**src/rtl/core/oledc_pkg.sv**
```systemverilog
package oledc_pkg;

  // defaults for the top level parameters
  localparam int DISPLAY_WIDTH_DEF = 128;
  localparam int STORE_BYTES_DEF   = 1024;

  // fixed field widths
  localparam int ADDR_W   = 10;
  localparam int HEIGHT_W = 7;

  // queue between decoder and store
  localparam int QUEUE_DEPTH = 4;
  // result queue slots
  localparam int OUT_DEPTH = 2;

  // packet kinds
  localparam logic [1:0] KIND_IGNORE  = 2'd0;
  localparam logic [1:0] KIND_COMMAND = 2'd1;
  localparam logic [1:0] KIND_DATA    = 2'd2;

  // pending command opcodes
  localparam logic [1:0] OP_COLUMN = 2'd0;
  localparam logic [1:0] OP_PAGE   = 2'd1;
  localparam logic [1:0] OP_MODE   = 2'd2;
  localparam logic [1:0] OP_MUX    = 2'd3;

  // control bytes
  localparam logic [7:0] CTRL_CMD      = 8'h00;
  localparam logic [7:0] CTRL_CMD_CONT = 8'h80;
  localparam logic [7:0] CTRL_DATA     = 8'h40;

  // command bytes
  localparam logic [7:0] CMD_COLUMN = 8'h21;
  localparam logic [7:0] CMD_PAGE   = 8'h22;
  localparam logic [7:0] CMD_MODE   = 8'h20;
  localparam logic [7:0] CMD_MUX    = 8'hA8;

  localparam logic [7:0] MUX_ARG_32      = 8'd31;
  localparam logic [7:0] MODE_HORIZONTAL = 8'h00;

  localparam logic [HEIGHT_W-1:0] HEIGHT_32 = 7'd32;
  localparam logic [HEIGHT_W-1:0] HEIGHT_64 = 7'd64;
  localparam logic [7:0] PAGE_END_32 = 8'd3;
  localparam logic [7:0] PAGE_END_64 = 8'd7;

  typedef struct packed {
    logic              func;
    logic              packet_first;
    logic [1:0]        bytes_following;
    logic [7:0]        bus_byte;
    logic [ADDR_W-1:0] read_address;
  } in_t;

  typedef struct packed {
    logic [7:0]          read_byte;
    logic [HEIGHT_W-1:0] display_height;
  } out_t;

  // one store operation from the decoder
  typedef struct packed {
    logic                is_read;
    logic                zero;
    logic [ADDR_W-1:0]   addr;
    logic [7:0]          data;
    logic [HEIGHT_W-1:0] height;
  } op_t;

endpackage

```
**src/rtl/core/oledc_queue.sv**
```systemverilog
module oledc_queue (
  input  logic           clk,
  input  logic           rst,
  input  logic           push,
  input  oledc_pkg::op_t push_op,
  output logic           full,
  input  logic           pop,
  output oledc_pkg::op_t pop_op,
  output logic           empty
);
  import oledc_pkg::*;

  localparam int PTR_W = $clog2(QUEUE_DEPTH);
  localparam int CNT_W = $clog2(QUEUE_DEPTH + 1);

  op_t              slots [QUEUE_DEPTH];
  logic [PTR_W-1:0] wr_ptr, rd_ptr;
  logic [CNT_W-1:0] count;
  logic             do_push, do_pop;

  assign full    = count == CNT_W'(QUEUE_DEPTH);
  assign empty   = count == '0;
  assign do_push = push && !full;
  assign do_pop  = pop && !empty;
  assign pop_op  = slots[rd_ptr];

  always_ff @(posedge clk) begin
    if (do_push) begin
      slots[wr_ptr] <= push_op;
    end
  end

  always_ff @(posedge clk) begin
    if (rst) begin
      wr_ptr <= '0;
      rd_ptr <= '0;
      count  <= '0;
    end else begin
      if (do_push) begin
        wr_ptr <= wr_ptr + PTR_W'(1);
      end
      if (do_pop) begin
        rd_ptr <= rd_ptr + PTR_W'(1);
      end
      count <= count + CNT_W'(do_push) - CNT_W'(do_pop);
    end
  end

endmodule

```
**config.mk**
```make
export PLATFORM = sky130hd
export DESIGN_NAME = oledc_queue
export DESIGN_NICKNAME = d
export VERILOG_FILES = /design/src/rtl/core/oledc_pkg.sv /design/src/rtl/core/oledc_queue.sv
export SDC_FILE = /design/constraint.sdc
export NUM_CORES = 1
export LEC_CHECK = 0
export BUFFER_PORTS_ARGS = -buffer_cell sky130_fd_sc_hd__buf_2
export CAP_MARGIN = 10
export CORE_UTILIZATION = 56
export DETAILED_ROUTE_END_ITERATION = 12
export GPL_ROUTABILITY_DRIVEN = 0
export GPL_TIMING_DRIVEN = 0
export MAX_ROUTING_LAYER = met4
export PLACE_DENSITY = 0.78
export SYNTH_ARGS = -nofsm -noshare
export SYNTH_HDL_FRONTEND = slang
export SYNTH_SLANG_ARGS = --single-unit
```
**constraint.sdc**
```tcl
create_clock -name clk -period 2.3 [get_ports clk]
set_input_delay 0.115 -clock clk [delete_from_list [all_inputs] [get_ports clk]]
set_output_delay 0.115 -clock clk [all_outputs]
set_load 0.05 [all_outputs]
```
# [Word-level counts from Yosys, hierarchy flattened]
# Memory sizes are Yosys's and may differ from the RTL's. A register that Yosys moved wholly into a read port is not among the register bits.
# Index checks and enable logic that the tools add are counted.
[classes] mux=4 n_reduce_logical=5 n_eq_ne=1 n_addsub=4
[ops] op="$add A2 B1 Y2 const B" n=2
[ops] op="$mux W2" n=2
[ops] op="$add A3 B1 Y3" n=1
[ops] op="$eq A3 B3 Y1 const B" n=1
[ops] op="$logic_not A3 Y1" n=1
[ops] op="$sub A3 B1 Y3" n=1
[ops] op="$logic_and A1 B1 Y1" n=2
[ops] op="$logic_not A1 Y1" n=2
[ops] op="$mux W1" n=2
[word_totals] n_memories=1 out_inout_bits=29 wordCells=18 inputBits=31 ramBits=108 register_bits=7
[mem_list] memory="slots" words=4 width=27 rd=1 rd_clocked_by_memory_dff=1 wr=1 line="oledc_queue.sv:16" rtl="op_t slots [QUEUE_DEPTH];"

# [Depth between registers and ports, before layout]
[depth] depth_word=5 ltp_mapped=10 depth_no_buf=10

# [Worst setup path before layout]
# OpenSTA, ideal clock, no wires.
[synth_timing] path_type="flip-flop to flip-flop" startpoint="register count[2]" endpoint="register count[2]" arrival_ns=2.480 t_required_ns=2.175 synth_period_minus_slack_ns=2.604 n_path_buf=0 stages_incl_launch_ff=11 path_slack_ns=-0.304 setup_ns=0.125 path_cell_list="dfxtp_1 > nor3b_2 > nor2_1 > inv_1 > ha_1 > inv_1 > ha_1 > fa_1 > xnor2_1 > xnor2_1 > nor2_1"
[synth_between] elab_chain_len=5 elab_cells_between_ends=8 cone_classes="2 x add/sub; 1 x eq/ne; 5 x reduce/logical"
[synth_lines] item="start: declaration" line="oledc_queue.sv:18" rtl="logic [CNT_W-1:0] count;"
[synth_lines] item="start signal: assignment" line="oledc_queue.sv:45" rtl="count <= count + CNT_W'(do_push) - CNT_W'(do_pop);"
[synth_lines] item="$eq A3 B3 Y1" line="oledc_queue.sv:21" rtl="assign full = count == CNT_W'(QUEUE_DEPTH);"
[synth_lines] item="net full" line="oledc_queue.sv:6" rtl="output logic full,"
[synth_lines] item="$logic_not A1 Y1" line="oledc_queue.sv:23" rtl="assign do_push = push && !full;"
[synth_lines] item="$logic_and A1 B1 Y1" line="oledc_queue.sv:23"
[synth_lines] item="$add A3 B1 Y3" line="oledc_queue.sv:45"
[synth_lines] item="$sub A3 B1 Y3" line="oledc_queue.sv:45"
# The timed path passes the listed nets, and every way through them passes these cells.
# A chain may end at the register's enable or synchronous reset.

# [Final worst setup path]
[layout_timing] startpoint="register count[2]" endpoint="register count[2]"
[layout_between] elab_chain_len=5 elab_cells_between_ends=8 cone_classes="2 x add/sub; 1 x eq/ne; 5 x reduce/logical"
[layout_lines] item="$eq A3 B3 Y1" line="oledc_queue.sv:21"
[layout_lines] item="$logic_not A1 Y1" line="oledc_queue.sv:23"
[layout_lines] item="$logic_and A1 B1 Y1" line="oledc_queue.sv:23"
[layout_lines] item="$add A3 B1 Y3" line="oledc_queue.sv:45"
[layout_lines] item="$sub A3 B1 Y3 (*)" line="oledc_queue.sv:45"
# Every way passes the cells marked *; elsewhere a longest branch is shown, timed or not.

==> out/metrics.yaml <==
cts_sinks: 117
die_h_um: 90.90
synth.area.top_cells: "edfxtp_1 73%, mux4_2 10%, mux4_1 4.2%, dfxtp_1 4.1%, ha_1 1.7%"
worst_pin_slew_ns: 0.8265
tns_ns: 0
grt_max_degree: 17
cp.arrival_ns: 2.50
finalCritPeriodShare_pct: 92.48
antenna_found_initial: 0
grt_pass1_vias: 2387
hold_viol_final: 0
drv_slew: 0
fill_cells: 463
p_leak_nw: 2.060
synth_ff_type: "edfxtp_1"
hp-start: "push_op[12]"
cp-start-kind: "register"
rr_worst_depth: 10
rsz0062_at_grt: "false"
io_pins: 60
row_count: 32
finalSetupViolations: 0
post-place-ws_ns: 0.08261
clockRootBuffer: "clkbuf_8"
vias: 2201
htree_levels: 4
synth_cell_types: 25
seq_area_frac_synth_pct: 77.35
fmax_mhz: 470.1
post_cts_buffers: 0
switchingPower_w: 0.002307
drt-pass1-iter-count: 4
grt_pass1_wl_um: 12100
cp-startpoint: "count[2]"
yosysMostFrequentCell: "edfxtp_1"
seqPwrFrac_pct: 37.2
timing.rr.start: "count[2]"
wl_per_cell_um: 18.03
cts_buffer_depth: 2
relSlewSlack_pct: 44.90
fp.dieW_um: 90.90
synthCells: 192
min_path_type: "primary input to register"
combPwrFrac_pct: 29.0
crit_fanout: 6
ys_warn_count: 0
cts_buffers: 17
drtAntennaViolNets: 0
finalWorstSetupSlack_ns: 0.1730
yosys.area.top_type: "edfxtp_1"
initial_utilization_pct: 57.57
syn_avg_cell_area_um2: 23.05
syn_area_um2: 4425
synth_edf_count: 108
hold_end: "slots[3][12]"
powerDensity_nw_per_um2: 1235
swShare_pct: 32.30
endpoint_kind: "register"
hold_path_depth: 2
synth_nets: 230
ir_drop_mv: 0.7228
r2r-end: "count[2]"
io_buffers: 58
clk_latency_ns: 0.49
drv_cap: 0
critPathKind: "register to register"
clk_pin_slew_ns: 0.05
area_delta_synth_final_pct: 30.70
drc: 0
pwr-share-clk_pct: 33.8
internal_power_w: 0.004834
wirelength_um: 7536
post-route-min-period_ns: 2.127
r2r_setup_slack_ns: 0.17
die_area_um2: 8262
synth_seq_cells: 117
final_nets: 341
core_area_um2: 7687
synth_commonest_cells: "108 x edfxtp_1, 20 x mux4_2, 9 x dfxtp_1, 8 x inv_1, 7 x mux4_1"
dpl.hpwl_um: 4642
skew_ns: 0.007323
run_status: "completed"
first_iter_violations: 112
diodes: 0
synth_top_area_share_pct: 73.28
async_flop_share_pct: 0
track_usage_pct: 21.26
overflow: 0
viasPerCell: 5.266
cp.required_ns: 2.67
cts_tree: "built"
drive_gt1_share_pct: 39.24
==> metal layers <==
| metal | global-route usage (%) | wire length, um |
|---|---|---|
| met4 | 8.466 | 108 |
| met2 | 35.42 | 4031 |
| met1 | 24.29 | 3143 |
| met5 | - | 0 |
| met3 | 6.313 | 252 |
==> power groups by stage <==
stage | clock (W) | sequential [W] | combinational (W)
finish | 0.00241 | 0.00266 | 0.00207
global route | 0.00255 | 0.00268 | 0.00218
CTS | 0.00245 | 0.00266 | 0.00210
detailed placement | 0 | 0.00270 | 0.00206
global placement | 0 | 0.00269 | 0.00198
floorplan | 0 | 0.00267 | 0.00162
==> final cells by class <==
type	count	area [um^2]	area share (%)
inverter	8	30.03	0.5191
sequential	117	3427	59.25
timing repair buffer	92	663.1	11.46
clock inverter	13	133.9	2.315
buffer	7	70.07	1.211
clock buffer	19	421.7	7.290
multi-input combinational	60	910.9	15.75
tap	102	127.6	2.206
==> cell families (layout without fill, tap and decap cells) <==
logic type               Yosys count  after routing  share of synthesized area [%]
AO/OA/AOI/OAI                      5              5                         0.7351
buffers and inverters             15            139                          2.262
flip-flops                       117            117                          77.35
AND/OR/NAND/NOR                   17             17                          2.346
adder cells (fa/ha/maj)            7              7                          2.149
XOR/XNOR                           3              3                         0.5938
multiplexers                      28             28                          14.56
==> registers in the layout, summed over array words and instances, names as in the netlist, named ones only <==
| register | count |
|---|---|
| rd_ptr | 2 |
| wr_ptr | 2 |
| slots | 108 |
| count | 3 |
==> stage by stage <==
step	cells	utilization [%]	area [um^2]	hold WS, ns	power, W
detailed placement	356	64.08	4926	0.3322	0.004753
finish	418	75.24	5784	0.3676	0.007141
CTS	418	75.21	5782	0.3457	0.007203
floorplan	192	-	4436	0.2139	0.004293
global placement	352	63.13	4853	0.3252	0.004671
global route	418	75.24	5784	0.3638	0.007416
==> worst max-delay path by stage <==
stage	end	slack, ns	cells past startpoint
after global routing	count[2]	0.03	10
after floorplan	count[2]	0.00002	10
after detailed placement	count[2]	0.08	10
final	count[2]	0.17	10
after CTS	count[2]	0.05	10
after global placement	slots[1][3]	-0.03	3
==> placed cells by master, fill, tap and decap left out, types with 2 or more instances in the layout <==
cell type / n
mux4_1: 7
clkinvlp_4: 5
or3_1: 2
nor2_1: 3
clkbuf_1: 3
dfxtp_1: 6
and2_1: 4
xnor2_1: 2
buf_8: 3
dfxtp_2: 3
buf_12: 2
nand2b_1: 2
a21oi_1: 2
ha_1: 6
dlygate4sd3_1: 30
clkbuf_16: 16
mux4_2: 20
inv_1: 8
clkinv_2: 3
nor2b_1: 2
buf_2: 61
edfxtp_1: 108
o21ai_0: 2
bufinv_16: 2
==> critical path, cell delays in order, from the launching register on <==
cell     delay (ns)
dfxtp_2        0.34
nor3b_4        0.16
nor2_2         0.20
inv_1          0.07
ha_1           0.27
inv_1          0.04
ha_1           0.18
fa_1           0.38
xnor2_1        0.17
xnor2_1        0.14
nor2_1         0.05
==> timing repair <==
item,CTS,global route
endpoints found under the hold margin,116,0
hold buffers,30,0
endpoints found under the setup margin,0,1
gates resized for setup,0,2
No activity file was read; power rests on OpenSTA's default activity.
