--- src/rtl/core/oledc_pkg.sv ---
package oledc_pkg;

  // defaults for the top level parameters
  localparam int DISPLAY_WIDTH_DEF = 128;
  localparam int STORE_BYTES_DEF   = 1024;

  // fixed field widths
  localparam int ADDR_W   = 10;
  localparam int HEIGHT_W = 7;

  // queue between decoder and store
  localparam int QUEUE_DEPTH = 4;
  // result queue slots
  localparam int OUT_DEPTH = 2;

  // packet kinds
  localparam logic [1:0] KIND_IGNORE  = 2'd0;
  localparam logic [1:0] KIND_COMMAND = 2'd1;
  localparam logic [1:0] KIND_DATA    = 2'd2;

  // pending command opcodes
  localparam logic [1:0] OP_COLUMN = 2'd0;
  localparam logic [1:0] OP_PAGE   = 2'd1;
  localparam logic [1:0] OP_MODE   = 2'd2;
  localparam logic [1:0] OP_MUX    = 2'd3;

  // control bytes
  localparam logic [7:0] CTRL_CMD      = 8'h00;
  localparam logic [7:0] CTRL_CMD_CONT = 8'h80;
  localparam logic [7:0] CTRL_DATA     = 8'h40;

  // command bytes
  localparam logic [7:0] CMD_COLUMN = 8'h21;
  localparam logic [7:0] CMD_PAGE   = 8'h22;
  localparam logic [7:0] CMD_MODE   = 8'h20;
  localparam logic [7:0] CMD_MUX    = 8'hA8;

  localparam logic [7:0] MUX_ARG_32      = 8'd31;
  localparam logic [7:0] MODE_HORIZONTAL = 8'h00;

  localparam logic [HEIGHT_W-1:0] HEIGHT_32 = 7'd32;
  localparam logic [HEIGHT_W-1:0] HEIGHT_64 = 7'd64;
  localparam logic [7:0] PAGE_END_32 = 8'd3;
  localparam logic [7:0] PAGE_END_64 = 8'd7;

  typedef struct packed {
    logic              func;
    logic              packet_first;
    logic [1:0]        bytes_following;
    logic [7:0]        bus_byte;
    logic [ADDR_W-1:0] read_address;
  } in_t;

  typedef struct packed {
    logic [7:0]          read_byte;
    logic [HEIGHT_W-1:0] display_height;
  } out_t;

  // one store operation from the decoder
  typedef struct packed {
    logic                is_read;
    logic                zero;
    logic [ADDR_W-1:0]   addr;
    logic [7:0]          data;
    logic [HEIGHT_W-1:0] height;
  } op_t;

endpackage

--- src/rtl/core/oledc_front.sv ---
module oledc_front #(
  parameter int DISPLAY_WIDTH = 128,
  parameter int STORE_BYTES   = 1024
) (
  input  logic           clk,
  input  logic           rst,
  input  logic           accept,
  input  oledc_pkg::in_t item,
  output logic           enq_valid,
  output oledc_pkg::op_t enq_op
);
  import oledc_pkg::*;

  localparam int OFF_W = 17;

  logic [1:0]          packet_kind, packet_kind_next;
  logic [1:0]          pending_opcode, pending_opcode_next;
  logic [1:0]          arguments_left, arguments_left_next;
  logic [7:0]          first_argument, first_argument_next;
  logic [HEIGHT_W-1:0] height_lines, height_lines_next;
  logic [7:0]          column_start, column_start_next;
  logic [7:0]          column_end, column_end_next;
  logic [7:0]          column_cursor, column_cursor_next;
  logic [7:0]          page_start, page_start_next;
  logic [7:0]          page_end, page_end_next;
  logic [7:0]          page_cursor, page_cursor_next;
  logic [7:0]          addressing_mode, addressing_mode_next;

  logic [OFF_W-1:0] offset;
  logic             in_store;
  logic [7:0]       col_inc, pg_inc;
  logic             ge1, ge2;

  assign offset   = OFF_W'(page_cursor) * OFF_W'(DISPLAY_WIDTH) + OFF_W'(column_cursor);
  assign in_store = offset < OFF_W'(STORE_BYTES);
  assign col_inc  = column_cursor + 8'd1;
  assign pg_inc   = page_cursor + 8'd1;
  // saturating bytes_following only matters through these two tests
  assign ge1      = item.bytes_following != 2'd0;
  assign ge2      = item.bytes_following[1];

  always_comb begin
    packet_kind_next     = packet_kind;
    pending_opcode_next  = pending_opcode;
    arguments_left_next  = arguments_left;
    first_argument_next  = first_argument;
    height_lines_next    = height_lines;
    column_start_next    = column_start;
    column_end_next      = column_end;
    column_cursor_next   = column_cursor;
    page_start_next      = page_start;
    page_end_next        = page_end;
    page_cursor_next     = page_cursor;
    addressing_mode_next = addressing_mode;
    enq_valid            = 1'b0;
    enq_op.is_read       = item.func;
    enq_op.zero          = !(OFF_W'(item.read_address) < OFF_W'(STORE_BYTES));
    enq_op.addr          = item.func ? item.read_address : offset[ADDR_W-1:0];
    enq_op.data          = item.bus_byte;
    enq_op.height        = height_lines;

    if (accept) begin
      if (item.func) begin
        enq_valid = 1'b1;
      end else if (item.packet_first) begin
        arguments_left_next = 2'd0;
        if (!ge1) begin
          packet_kind_next = KIND_IGNORE;
        end else if (item.bus_byte == CTRL_CMD || item.bus_byte == CTRL_CMD_CONT) begin
          packet_kind_next = KIND_COMMAND;
        end else if (item.bus_byte == CTRL_DATA) begin
          packet_kind_next = KIND_DATA;
        end else begin
          packet_kind_next = KIND_IGNORE;
        end
      end else if (packet_kind == KIND_COMMAND) begin
        if (arguments_left != 2'd0) begin
          // argument byte of a pending command
          arguments_left_next = 2'd0;
          unique case (pending_opcode)
            OP_COLUMN, OP_PAGE: begin
              if (arguments_left == 2'd2) begin
                first_argument_next = item.bus_byte;
                arguments_left_next = 2'd1;
              end else if (pending_opcode == OP_COLUMN) begin
                column_start_next  = first_argument;
                column_end_next    = item.bus_byte;
                column_cursor_next = first_argument;
              end else begin
                page_start_next  = first_argument;
                page_end_next    = item.bus_byte;
                page_cursor_next = first_argument;
              end
            end
            OP_MODE: addressing_mode_next = item.bus_byte;
            OP_MUX: begin
              if (item.bus_byte == MUX_ARG_32) begin
                height_lines_next = HEIGHT_32;
                page_end_next     = PAGE_END_32;
              end else begin
                height_lines_next = HEIGHT_64;
                page_end_next     = PAGE_END_64;
              end
            end
            default: ;
          endcase
        end else begin
          // commands whose arguments do not fit are skipped
          priority if (item.bus_byte == CMD_COLUMN && ge2) begin
            pending_opcode_next = OP_COLUMN;
            arguments_left_next = 2'd2;
          end else if (item.bus_byte == CMD_PAGE && ge2) begin
            pending_opcode_next = OP_PAGE;
            arguments_left_next = 2'd2;
          end else if (item.bus_byte == CMD_MODE && ge1) begin
            pending_opcode_next = OP_MODE;
            arguments_left_next = 2'd1;
          end else if (item.bus_byte == CMD_MUX && ge1) begin
            pending_opcode_next = OP_MUX;
            arguments_left_next = 2'd1;
          end else begin
          end
        end
      end else if (packet_kind == KIND_DATA) begin
        enq_valid = in_store;
        if (addressing_mode == MODE_HORIZONTAL) begin
          if (col_inc > column_end) begin
            column_cursor_next = column_start;
            page_cursor_next   = (pg_inc > page_end) ? page_start : pg_inc;
          end else begin
            column_cursor_next = col_inc;
          end
        end else begin
          column_cursor_next = ({1'b0, col_inc} >= 9'(DISPLAY_WIDTH)) ? 8'd0 : col_inc;
        end
      end
    end
  end

  always_ff @(posedge clk) begin
    if (rst) begin
      packet_kind     <= KIND_IGNORE;
      pending_opcode  <= OP_COLUMN;
      arguments_left  <= 2'd0;
      first_argument  <= 8'd0;
      height_lines    <= HEIGHT_64;
      column_start    <= 8'd0;
      column_end      <= 8'd127;
      column_cursor   <= 8'd0;
      page_start      <= 8'd0;
      page_end        <= PAGE_END_64;
      page_cursor     <= 8'd0;
      addressing_mode <= MODE_HORIZONTAL;
    end else begin
      packet_kind     <= packet_kind_next;
      pending_opcode  <= pending_opcode_next;
      arguments_left  <= arguments_left_next;
      first_argument  <= first_argument_next;
      height_lines    <= height_lines_next;
      column_start    <= column_start_next;
      column_end      <= column_end_next;
      column_cursor   <= column_cursor_next;
      page_start      <= page_start_next;
      page_end        <= page_end_next;
      page_cursor     <= page_cursor_next;
      addressing_mode <= addressing_mode_next;
    end
  end

endmodule

--- config.mk ---
export PLATFORM = sky130hd
export DESIGN_NAME = oledc_front
export DESIGN_NICKNAME = d
export VERILOG_FILES = /design/src/rtl/core/oledc_pkg.sv /design/src/rtl/core/oledc_front.sv
export SDC_FILE = /design/constraint.sdc
export NUM_CORES = 1
export LEC_CHECK = 0
export BUFFER_PORTS_ARGS = -buffer_cell sky130_fd_sc_hd__buf_4
export CAP_MARGIN = 20
export CORE_ASPECT_RATIO = 0.75
export CORE_MARGIN = 3
export CORE_UTILIZATION = 55
export CTS_CLUSTER_SIZE = 28
export DETAILED_ROUTE_END_ITERATION = 16
export GPL_ROUTABILITY_DRIVEN = 0
export PLACE_DENSITY = 0.78
export REMOVE_ABC_BUFFERS = 1
export SLEW_MARGIN = 15
export SYNTH_ARGS = -nofsm -noshare
export SYNTH_HDL_FRONTEND = slang
export SYNTH_SLANG_ARGS = --single-unit
--- constraint.sdc ---
create_clock -name clk -period 5.7 [get_ports clk]
set_input_delay 0.285 -clock clk [delete_from_list [all_inputs] [get_ports clk]]
set_output_delay 0.285 -clock clk [all_outputs]
set_load 0.01 [all_outputs]
**Yosys cells after proc, flatten, opt, wreduce, memory -nomap -nowiden**

Index checks and enable logic that the tools add are counted.

- Input bits: 25
- Flip-flop bits (word level): 77
- Word-level logic and storage cells: 118

- Bitwise logic cells: 5
- Order comparisons: 4
- Add/sub/neg operators: 3
- Equal/unequal tests: 20
- Muxes and demuxes: 45
- Reductions and logical operators: 29

Operators by type and width:

| kind | number |
|---|---|
| 8-bit two-way mux | 20 |
| 8-bit AND reduction | 4 |
| 2-bit two-way mux | 14 |
| 8-bit by 6-bit equality test with 1-bit output, second input constant | 3 |
| 6-bit AND reduction | 3 |
| 15-bit by 8-bit adder with 16-bit output | 1 |
| 8-bit by 1-bit adder with 8-bit output, second input constant | 2 |
| 8-bit equality test, second input constant | 2 |
| 8-bit greater-than comparator | 2 |
| 8-bit logical NOT | 2 |
| 16-bit by 11-bit less-than comparator with 1-bit output, second input constant | 1 |
| 8-bit one-hot mux with 2 select lines | 1 |
| 2-bit nonzero test | 7 |
| 10-bit two-way mux | 1 |
| 10-bit AND reduction | 1 |
| 2-bit equality test, second input constant | 4 |
| 8-bit by 5-bit equality test with 1-bit output, second input constant | 1 |
| 8-bit by 7-bit equality test with 1-bit output, second input constant | 1 |
| 8-bit greater-or-equal comparator, second input constant | 1 |
| 2-bit inequality test, second input constant | 4 |
| 1-bit two-way mux | 7 |
| 7-bit two-way mux | 1 |
| 7-bit AND reduction | 1 |
| 2-bit by 1-bit inequality test with 1-bit output, second input constant | 3 |
| 11 further kinds | 19 |

**Logic depth before layout (Yosys ltp)**

Gate-level depths: netlist of the first run.

- Depth after elaboration: 9
- Gate-level depth with buffers: 13
- Mapped depth without buffers: 11

**Worst setup path after synthesis of the first run**

Ideal clock, no wire load.

- Path kind: reg2reg
- From: register column_cursor[2]
- To: register page_cursor[1]
- Arrival: 2.785 ns
- Path slack: 2.791 ns
- Path buffers: 1
- Cell stages (with the launch flop): 13
- Setup time: 0.123 ns
- Clock period less this slack: 2.909 ns
- Cell sequence: dfxtp_1 > nand4_1 > nor3_1 > xnor2_1 > inv_1 > ha_1 > o2111ai_1 > o311ai_0 > a41o_1 > and3_1 > buf_4 > a21oi_4 > mux2_1

- Cells in the longest elaborated chain, start to end: 4

Ends and longest elaborated chain:

| element | RTL line | RTL |
|---|---|---|
| start, declared | oledc_front.sv:23 | `logic [7:0] column_cursor, column_cursor_next;` |
| start signal, assigned | oledc_front.sv:162 | `column_cursor <= column_cursor_next;` |
| 8-bit by 1-bit adder with 8-bit output | oledc_front.sv:36 | `assign col_inc = column_cursor + 8'd1;` |
| 8-bit greater-than comparator | oledc_front.sv:127 | `if (col_inc > column_end) begin` |
| 2-bit nonzero test (no line) | n/a |  |
| 10-bit AND reduction (no line) | n/a |  |
| end signal, assigned | oledc_front.sv:165 | `page_cursor <= page_cursor_next;` |
| end, declared | oledc_front.sv:26 | `logic [7:0] page_cursor, page_cursor_next;` |

Every way passes these cells.
A chain may end at the register's enable or synchronous reset.

**Worst setup path in the final report of the first run**

- From: register column_cursor[0]
- To: register page_cursor[1]

The elaborated chain is that of the path after synthesis.

==> impl_metrics.toml, run 1 <==
[run_status]
status = "completed"

[cts]
cts_made_buffers = 9
clk_pin_slew_ns = 0.09
htree_num_levels = 3
clockBufferDepth = 2
cts_root_buf = "clkbuf_8"
cts_setup_buffers = 0
cts_tree = "built"
clkLatencyLatePin_ns = 0.35
cts_hold_buf = 0
cts_resized = 0
clock_sinks = 72

[hold_path]
min_to = "column_end[2]"
hp-class = "in2reg"
min_path_cells = 3
worst_hold_startpoint = "item[12]"

[global_route]
grt_pass1_wl_um = 17700
grt_pass1_vias = 3479
antenna_found_initial = 0
grt_max_degree = 62
globalRouteTotalUtil = 0.254
globalRoute.totalOverflow = 0

[floorplanning]
std_cell_rows = 27
die_h_um = 82.0
coreArea_um2 = 7400
ios = 53
die-area_um2 = 8810
die_x_um = 107
initial_core_util = 0.573

[sta]
hold_viol_final = 0
period_needed_ns = 3.30
tns_ns = 0
finClkSkew_ns = 0.0114
finalSetupViolations = 0
max_slew_margin = 0.486
setup_ws_ns = 2.40
finalCritPeriodShare = 0.580
rsz0062_at_grt = "no"
slew_viol_final = 0
fmax_ghz = 0.303
holdWs_ns = 0.249
worst_pin_slew_ns = 0.771

[synth]
synthArstFlopShare = 0
synth-edff-count = 0
synth_area_um2 = 4240
synth_cell_type_count = 59
synth.area.top_cells = "dfxtp_1 34%, mux2i_1 7.8%, ha_1 5.9%, nand2_1 5.6%, nor2_1 5.0%"
synth_ff_type = "dfxtp_1"
synth_top_cell_area_share = 0.340
syn_inst = 517
yosysWarningCount = 0
synth_top_area_cell = "dfxtp_1"
synth.ff_latch_count = 72
yosysSeqAreaShare = 0.340
avgSynthCellArea_um2 = 8.20

[detailed_routing]
vias = 3821
via_per_inst = 6.00
drc = 0
dr.pass1.iters = 5
drtIter0Drc = 299
ant_nets = 0
avgRoutedWirePerCell_um = 16.9
wirelength_um = 10800

[finish]
area_growth_pct = 10.5
drive_above_1_share = 0.153
finalNetCount = 576
regArea_um2 = 1440
final_cells = 637
multi_input_area_um2 = 2460
fillers = 634
antennaDiodeCount = 0

[job]
drv_cap = 0

[critical_path]
end_kind = "register"
startpoint_type = "register"
rr_worst_depth = 11
worstPathArrival_ns = 3.55
r2r-start = "column_cursor[0]"
crit_fanout = 8
crit_required_ns = 5.94
r2r_end = "page_cursor[1]"
critPathKind = "reg2reg"
reg2reg_slack_ns = 2.40

[place]
dp_hpwl_um = 7870
pre_cts_slack_ns = 2.45
dp_cells = 621
port-buffer-count = 46

[power_and_ir_drop]
power.density_nw_per_um2 = 208
ir_drop_uv = 141
power.leakage_nw = 2.01
total_power_mw = 0.977
[per-layer routing]
metal | global-route usage | vias up | part of all wire
met4 | 0.0454 | 0 | 0.0081
met5 | 0 | - | 0
li1 | - | 1833 | -
met2 | 0.396 | 179 | 0.43
met1 | 0.372 | 1794 | 0.48
met3 | 0.0479 | 15 | 0.086
[critical path: stages, from the launching register on]
cell     delay [ns]
dfxtp_1        0.43
ha_1           0.24
nand3_2        0.15
xnor2_1        0.25
ha_1           0.29
and3_1         0.17
o21ai_0        0.16
a32oi_1        0.17
a41o_1         0.30
and3_1         0.29
a21oi_4        0.38
mux2_1         0.36
[cell usage in the layout (no fill, tap or decap), types with 3 or more instances in the layout]
cell type / synthesis / routed
clkbuf_8: 0 / 9
dfxtp_1: 72 / 72
buf_4: 17 / 48
nor2_1: 57 / 57
nor3_1: 17 / 17
nand4_1: 8 / 8
nand3_1: 13 / 13
nand2b_1: 3 / 3
nor3b_1: 3 / 3
nand2_1: 63 / 63
mux2_2: 8 / 8
o21ai_0: 14 / 14
a31oi_1: 4 / 4
nor2b_1: 7 / 7
or4_1: 11 / 11
a2111oi_0: 7 / 7
mux2i_1: 33 / 33
a221oi_1: 6 / 6
conb_1: 1 / 6
ha_1: 20 / 20
a21oi_1: 26 / 26
and3_1: 7 / 7
inv_1: 24 / 24
xnor2_1: 8 / 8
o211ai_1: 6 / 6
xor2_1: 7 / 7
[power by group]
group          switching (mW)  internal (mW)  total (mW)
logic                  0.0369         0.0265      0.0634
clock network           0.205          0.206       0.410
registers            0.000557          0.503       0.503
total                   0.242          0.735       0.977
[Yosys cell counts, types with 3 or more instances]
| cell type | n |
|---|---|
| a31oi_1 | 4 |
| and3_1 | 7 |
| buf_4 | 17 |
| xor2_1 | 7 |
| nor2b_1 | 7 |
| clkbuf_1 | 26 |
| or4_1 | 11 |
| nand4_1 | 8 |
| ha_1 | 20 |
| nor2_1 | 57 |
| inv_1 | 24 |
| mux2_2 | 8 |
| nor4_1 | 3 |
| nand3_1 | 13 |
| nor3b_1 | 3 |
| o211ai_1 | 6 |
| nand2b_1 | 3 |
| xnor2_1 | 8 |
| a2111oi_0 | 7 |
| nor3_1 | 17 |
| a21oi_1 | 26 |
| o21ai_0 | 14 |
| a221oi_1 | 6 |
| nand2_1 | 63 |
| mux2i_1 | 33 |
| buf_2 | 6 |
| dfxtp_1 | 72 |
[state kept, by name, summed over array words and instances, names as in the netlist, 8 cells and up]
signal and count:
addressing_mode 8, column_cursor 8, column_end 8, column_start 8, first_argument 8, page_cursor 8
page_end 8, page_start 8
[worst max-delay path by stage]
stage	to	from	slack (ns)
after global placement	page_cursor[1]	column_cursor[2]	2.62
after detailed placement	page_cursor[1]	column_cursor[0]	2.45
after global routing	column_cursor[2]	column_cursor[2]	2.15
after floorplan	column_end[7]	packet_kind[1]	2.40
after CTS	column_cursor[0]	column_cursor[2]	2.43
final	page_cursor[1]	column_cursor[0]	2.40
[cell families (layout without fill, tap and decap cells)]
logic type	after synthesis	in the layout	share of synthesized area
multiplexers	42	42	0.102
XOR/XNOR	17	17	0.0416
AND/OR/NAND/NOR	205	205	0.233
flip-flops	72	72	0.340
other	1	6	0.000884
adder cells (fa/ha/maj)	20	20	0.0590
buffers and inverters	75	89	0.0850
AO/OA/AOI/OAI	85	85	0.139
[metrics by stage]
stage	cell area, um^2	util
CTS	4690	0.634
finish	4690	0.634
floorplan	3990	-
detailed placement	4490	0.606
global placement	4490	0.606
global route	4690	0.634
[layout make-up]
class	count	area share
inverters	25	0.0200
clock buffers	9	0.0264
flip-flops and latches	72	0.308
repair buffers	48	0.0769
multi-input cells	375	0.526
clock inverters	7	0.0166
well taps	101	0.0270
Power figures use the tool's default switching activity.
==> run 2, diff against run 1 <==
Settings changed: CORE_UTILIZATION 55 to 53, PLACE_DENSITY 0.78 to 0.79.
Clock period 5.7 ns to 2.9 ns, I/O delays scaled along.
==> run 2 against run 1 <==
Die area up 3.5%. Total power up 86%. Core utilization up 2.4 points. Design area up 6.1%. Via count up 5.2%. Worst hold slack worse by 0.14 ns. Wire length up 9.4%. First-iteration DRC count up 4.7%. Flip-flop and latch count unchanged. Critical path type unchanged. Critical endpoint is now page_cursor[0]. Largest power group unchanged. Highest routed layer unchanged.
==> impl_metrics.toml, run 2 (same netlist as run 1, synthesis figures left out) <==
[global_route]
grt_max_degree = 62
globalRouteTotalUtil = 0.254
antenna_found_initial = 0
globalRoute.totalOverflow = 0
grt_pass1_wl_um = 18100
grt_pass1_vias = 3583

[cts]
cts_made_buffers = 9
clockBufferDepth = 2
clock_sinks = 72
cts_hold_buf = 0
clk_pin_slew_ns = 0.08
cts_tree = "built"
cts_root_buf = "clkbuf_8"
htree_num_levels = 3
clkLatencyLatePin_ns = 0.35

[detailed_routing]
via_per_inst = 6.06
dr.pass1.iters = 7
ant_nets = 0
drc = 0
avgRoutedWirePerCell_um = 17.8
vias = 4018
wirelength_um = 11800
drtIter0Drc = 313

[critical_path]
critPathMostFrequentCell = "ha_1"
crit_fanout = 8
critPathKind = "reg2reg"
crit_required_ns = 3.16
startpoint_type = "register"
end_kind = "register"
critical-path-max-stage-delay_ns = 0.51
reg2reg_slack_ns = 0.08
r2r-start = "page_cursor[0]"
cp_slowest_cell = "or4_1"
worstPathArrival_ns = 3.08
r2r_end = "page_cursor[0]"
endpoint = "page_cursor[0]"
cp.depth = 10
startpoint = "page_cursor[0]"
crit_family = "simple AND/OR/NAND/NOR gates"
worstPathCellList = "ha_1 -> nand3_1 -> xnor2_2 -> ha_1 -> nand4_1 -> a21oi_2 -> o22ai_2 -> and3_1 -> or4_1 -> mux2i_1"
rr_worst_depth = 10
path_buf_inv = 0

[run_status]
status = "completed"

[floorplanning]
initial_core_util = 0.560
die_h_um = 83.5
coreArea_um2 = 7570
ios = 53
std_cell_rows = 27
die-area_um2 = 9120
die_x_um = 109

[sta]
holdWs_ns = 0.113
finalSetupViolations = 0
period_needed_ns = 2.82
tns_ns = 0
hold_viol_final = 0
max_slew_margin = 0.524
finalCritPeriodShare = 0.973
fmax_ghz = 0.354
slew_viol_final = 0
worst_pin_slew_ns = 0.714
finClkSkew_ns = 0.0127

[finish]
final_cells = 663
fin_area_um2 = 4970
area_growth_pct = 17.3
final_cell_mix = "74 x buf_4, 67 x dfxtp_1, 63 x nand2_1"
drive_above_1_share = 0.224
final_common_cell = "buf_4"
antennaDiodeCount = 0
finalNetCount = 602
final_util = 0.657

[power_and_ir_drop]
internal-power_mw = 1.35
clkPwrFrac = 0.389
comb_power_share = 0.069
p_sw_mw = 0.469
seqPwrFrac = 0.542
power.leakage_nw = 2.15
power.density_nw_per_um2 = 366
ir_drop_uv = 249
swShare = 0.258

[place]
port-buffer-count = 46
dp_hpwl_um = 8200
place_area_um2 = 4640
dp_cells = 642

[job]
drv_cap = 0

[hold_path]
hp-class = "in2reg"
-- run 2: changes by cell type in the layout (fill, tap and decap cells not counted), moves of 3 or more --
cell / previous run / this run
dfxtp_2: 0 / 3
buf_4: 48 / 74
a2111oi_0: 7 / 1
a2111oi_2: 2 / 5
a2111oi_1: 0 / 3
dfxtp_1: 72 / 67
-- run 2: worst min path at each step --
| stage | end | cells past startpoint | startpoint | slack [ns] |
|---|---|---|---|---|
| 6_report | column_end[2] | 3 | item[12] | 0.11 |
| 5_1_grt | column_end[7] | 3 | item[17] | 0.12 |
| 4_1_cts | column_end[2] | 3 | item[12] | 0.11 |
| 3_5_place_dp | page_end[6] | 2 | page_end[6] | 0.45 |
| 3_3_place_gp | page_end[7] | 2 | page_end[7] | 0.44 |
| 2_1_floorplan | arguments_left[0] | 1 | rst | 0.21 |
-- run 2: area by class of cell --
type                       instances  area, um^2
clock buffer                      10         128
clock inverter                     6        45.0
fill                             641        2590
inverter                          25        93.8
multi-input combinational        375        2570
sequential                        72        1450
tap                              101         126
timing repair buffer              74         556
-- run 2: stage by stage --
stage,total power [mW],setup slack [ns]
floorplan,1.04,-0.397
global placement,1.13,-0.0652
detailed placement,1.14,-0.276
CTS,1.83,0.00181
global route,1.88,-0.0640
finish,1.82,0.0786
-- run 2: layer usage --
metal | track usage | share of wire
met1 | 0.373 | 0.43
met2 | 0.370 | 0.45
met3 | 0.0650 | 0.11
met4 | 0.0657 | 0.016
met5 | 0 | 0
-- run 2: repair_timing --
item | in CTS | in global routing
endpoints found under the setup margin | 14 | 15
buffers inserted | 0 | 5
gates cloned | 0 | 0
pin swaps | 0 | 9
resized for setup | 6 | 25
-- run 2: tightest hold or removal path: stages --
cell and delay [ns]:
buf_4 0.14, nand2_1 0.06, o211ai_1 0.08
-- run 2: power groups by stage --
stage          logic [mW]  registers [mW]  clock network [mW]
2_1_floorplan      0.0328            1.01                   0
3_3_place_gp        0.122            1.01                   0
3_5_place_dp        0.124            1.01                   0
4_1_cts             0.125           0.989               0.716
5_1_grt             0.136           0.987               0.758
6_report            0.126           0.987               0.708
==> run 3, diff against run 2 <==
Settings changed: SETUP_SLACK_MARGIN set to 0.15.
==> run 3 against run 2 <==
The flow now finishes with violations (negative setup slack). Wire length is 6.8% higher. Critical path depth is 1 higher. Clock skew is 0.0017 ns lower. Worst setup slack worse by 0.25 ns.
==> impl_metrics.toml, run 3 (same netlist as run 1, synthesis figures left out) <==
[global_route]
grt.busiest_layer = "met2"
grt_use_met1 = 0.374
globalRoute.totalOverflow = 0
grtUsageMet3 = 0.0650
globalRouteTotalUtil = 0.261
grt_pass1_vias = 3656
grt_util_met2 = 0.391
antenna_found_initial = 0
grt_max_degree = 62
grt_pass1_wl_um = 18600

[floorplanning]
coreArea_um2 = 7570
die_x_um = 109
die-area_um2 = 9120
die_h_um = 83.5
ios = 53
initial_core_util = 0.560
std_cell_rows = 27

[sta]
slew_viol_final = 0
period_needed_ns = 3.07
fmax_ghz = 0.326
finClkSkew_ns = 0.0110
finalCritPeriodShare = 1.06
rsz0062_at_grt = "yes"
hold_viol_final = 0
setup_ws_ns = -0.170
tns_ns = -0.170
finalSetupViolations = 1
max_slew_margin = 0.516
worst_pin_slew_ns = 0.725

[detailed_routing]
drc = 0
drtIter0Drc = 349
vias = 4131
avgRoutedWirePerCell_um = 18.7
dr.pass1.iters = 5
wirelength_um = 12600
ant_nets = 0
via_per_inst = 6.15

[critical_path]
critical-path-max-stage-delay_ns = 0.54
cp_slowest_cell = "a2111oi_1"
reg2reg_slack_ns = -0.17
end_kind = "register"
worstPathCellList = "nand4_1 -> nor3_2 -> xnor2_1 -> inv_1 -> ha_4 -> nand2_4 -> o311ai_4 -> a41o_1 -> and3_4 -> a221oi_1 -> a2111oi_1"
critPathKind = "reg2reg"
worstPathArrival_ns = 3.26
crit_required_ns = 3.09
crit_fanout = 8
startpoint_type = "register"
crit_family = "compound AO/OA/AOI/OAI gates"
path_buf_inv = 1

[cts]
clockBufferDepth = 2
cts_made_buffers = 9
cts_tree = "built"
clk_pin_slew_ns = 0.08
htree_num_levels = 3
cts_root_buf = "clkbuf_8"
clkLatencyLatePin_ns = 0.35
clock_sinks = 72

[finish]
drive_above_1_share = 0.256
final_common_cell = "buf_4"
area_growth_pct = 21.1
antennaDiodeCount = 0
final_cell_mix = "80 x buf_4, 67 x dfxtp_1, 62 x nand2_1"
final_cells = 672
finalNetCount = 611

[place]
dp_hpwl_um = 8200
port-buffer-count = 46
pre_cts_slack_ns = -0.276
dp_cells = 642

[power_and_ir_drop]
power.density_nw_per_um2 = 355
ir_drop_uv = 246
power.leakage_nw = 2.25
total_power_mw = 1.82

[hold_path]
hp-class = "in2reg"

[run_status]
violations = "negative setup slack"
status = "complete, but fails checks"

[job]
drv_cap = 0
==> run 3: cell type report <==
type / count / area, um^2
inverters: 25 / 93.8
clock buffers: 10 / 128
multi-input cells: 376 / 2660
well taps: 101 / 126
fillers: 601 / 2430
repair buffers: 82 / 623
clock inverters: 6 / 45.0
flip-flops and latches: 72 / 1460
==> run 3: worst reg2reg max path, stage by stage, from the launching register on <==
cell	delay, ns
dfxtp_4	0.38
nand4_1	0.16
nor3_2	0.20
xnor2_1	0.17
inv_1	0.11
ha_4	0.30
nand2_4	0.05
o311ai_4	0.30
a41o_1	0.23
and3_4	0.32
a221oi_1	0.16
a2111oi_1	0.54
==> run 3: power by group <==
part           leakage (nW)  internal, mW  switching (mW)
clock                0.0789         0.313           0.395
sequential            0.584         0.985         0.00109
combinational          1.59        0.0522          0.0746
==> run 3: routing by layer <==
metal,part of all wire,wire length [um]
met4,0.028,353
met3,0.11,1360
met2,0.44,5530
met5,0,0
met1,0.43,5350
==> run 3: final timing paths <==
kind | startpoint | endpoint | depth (start not counted)
setup / recovery | column_cursor[1] | column_cursor[3] | 11
hold / removal | item[12] | column_end[2] | 3
setup reg to reg | column_cursor[1] | column_cursor[3] | 11
hold reg to reg | page_end[5] | page_end[5] | 2
==> run 3: what timing repair did <==
action / 4_1_cts / 5_1_grt
setup endpoints to repair: 15 / 14
hold buffers: 0 / 0
buffers inserted: 2 / 11
gates resized for setup: 22 / 29
cloned: 0 / 1
pin swaps: 4 / 17
==> run 3: stage by stage <==
| step | cell area, um^2 | hold slack [ns] | util |
|---|---|---|---|
| after detailed placement | 4640 | 0.445 | 0.614 |
| after global routing | 5130 | 0.126 | 0.678 |
| after floorplan | 3990 | 0.214 | - |
| after global placement | 4640 | 0.442 | 0.614 |
| after CTS | 4920 | 0.107 | 0.650 |
| final | 5130 | 0.117 | 0.678 |
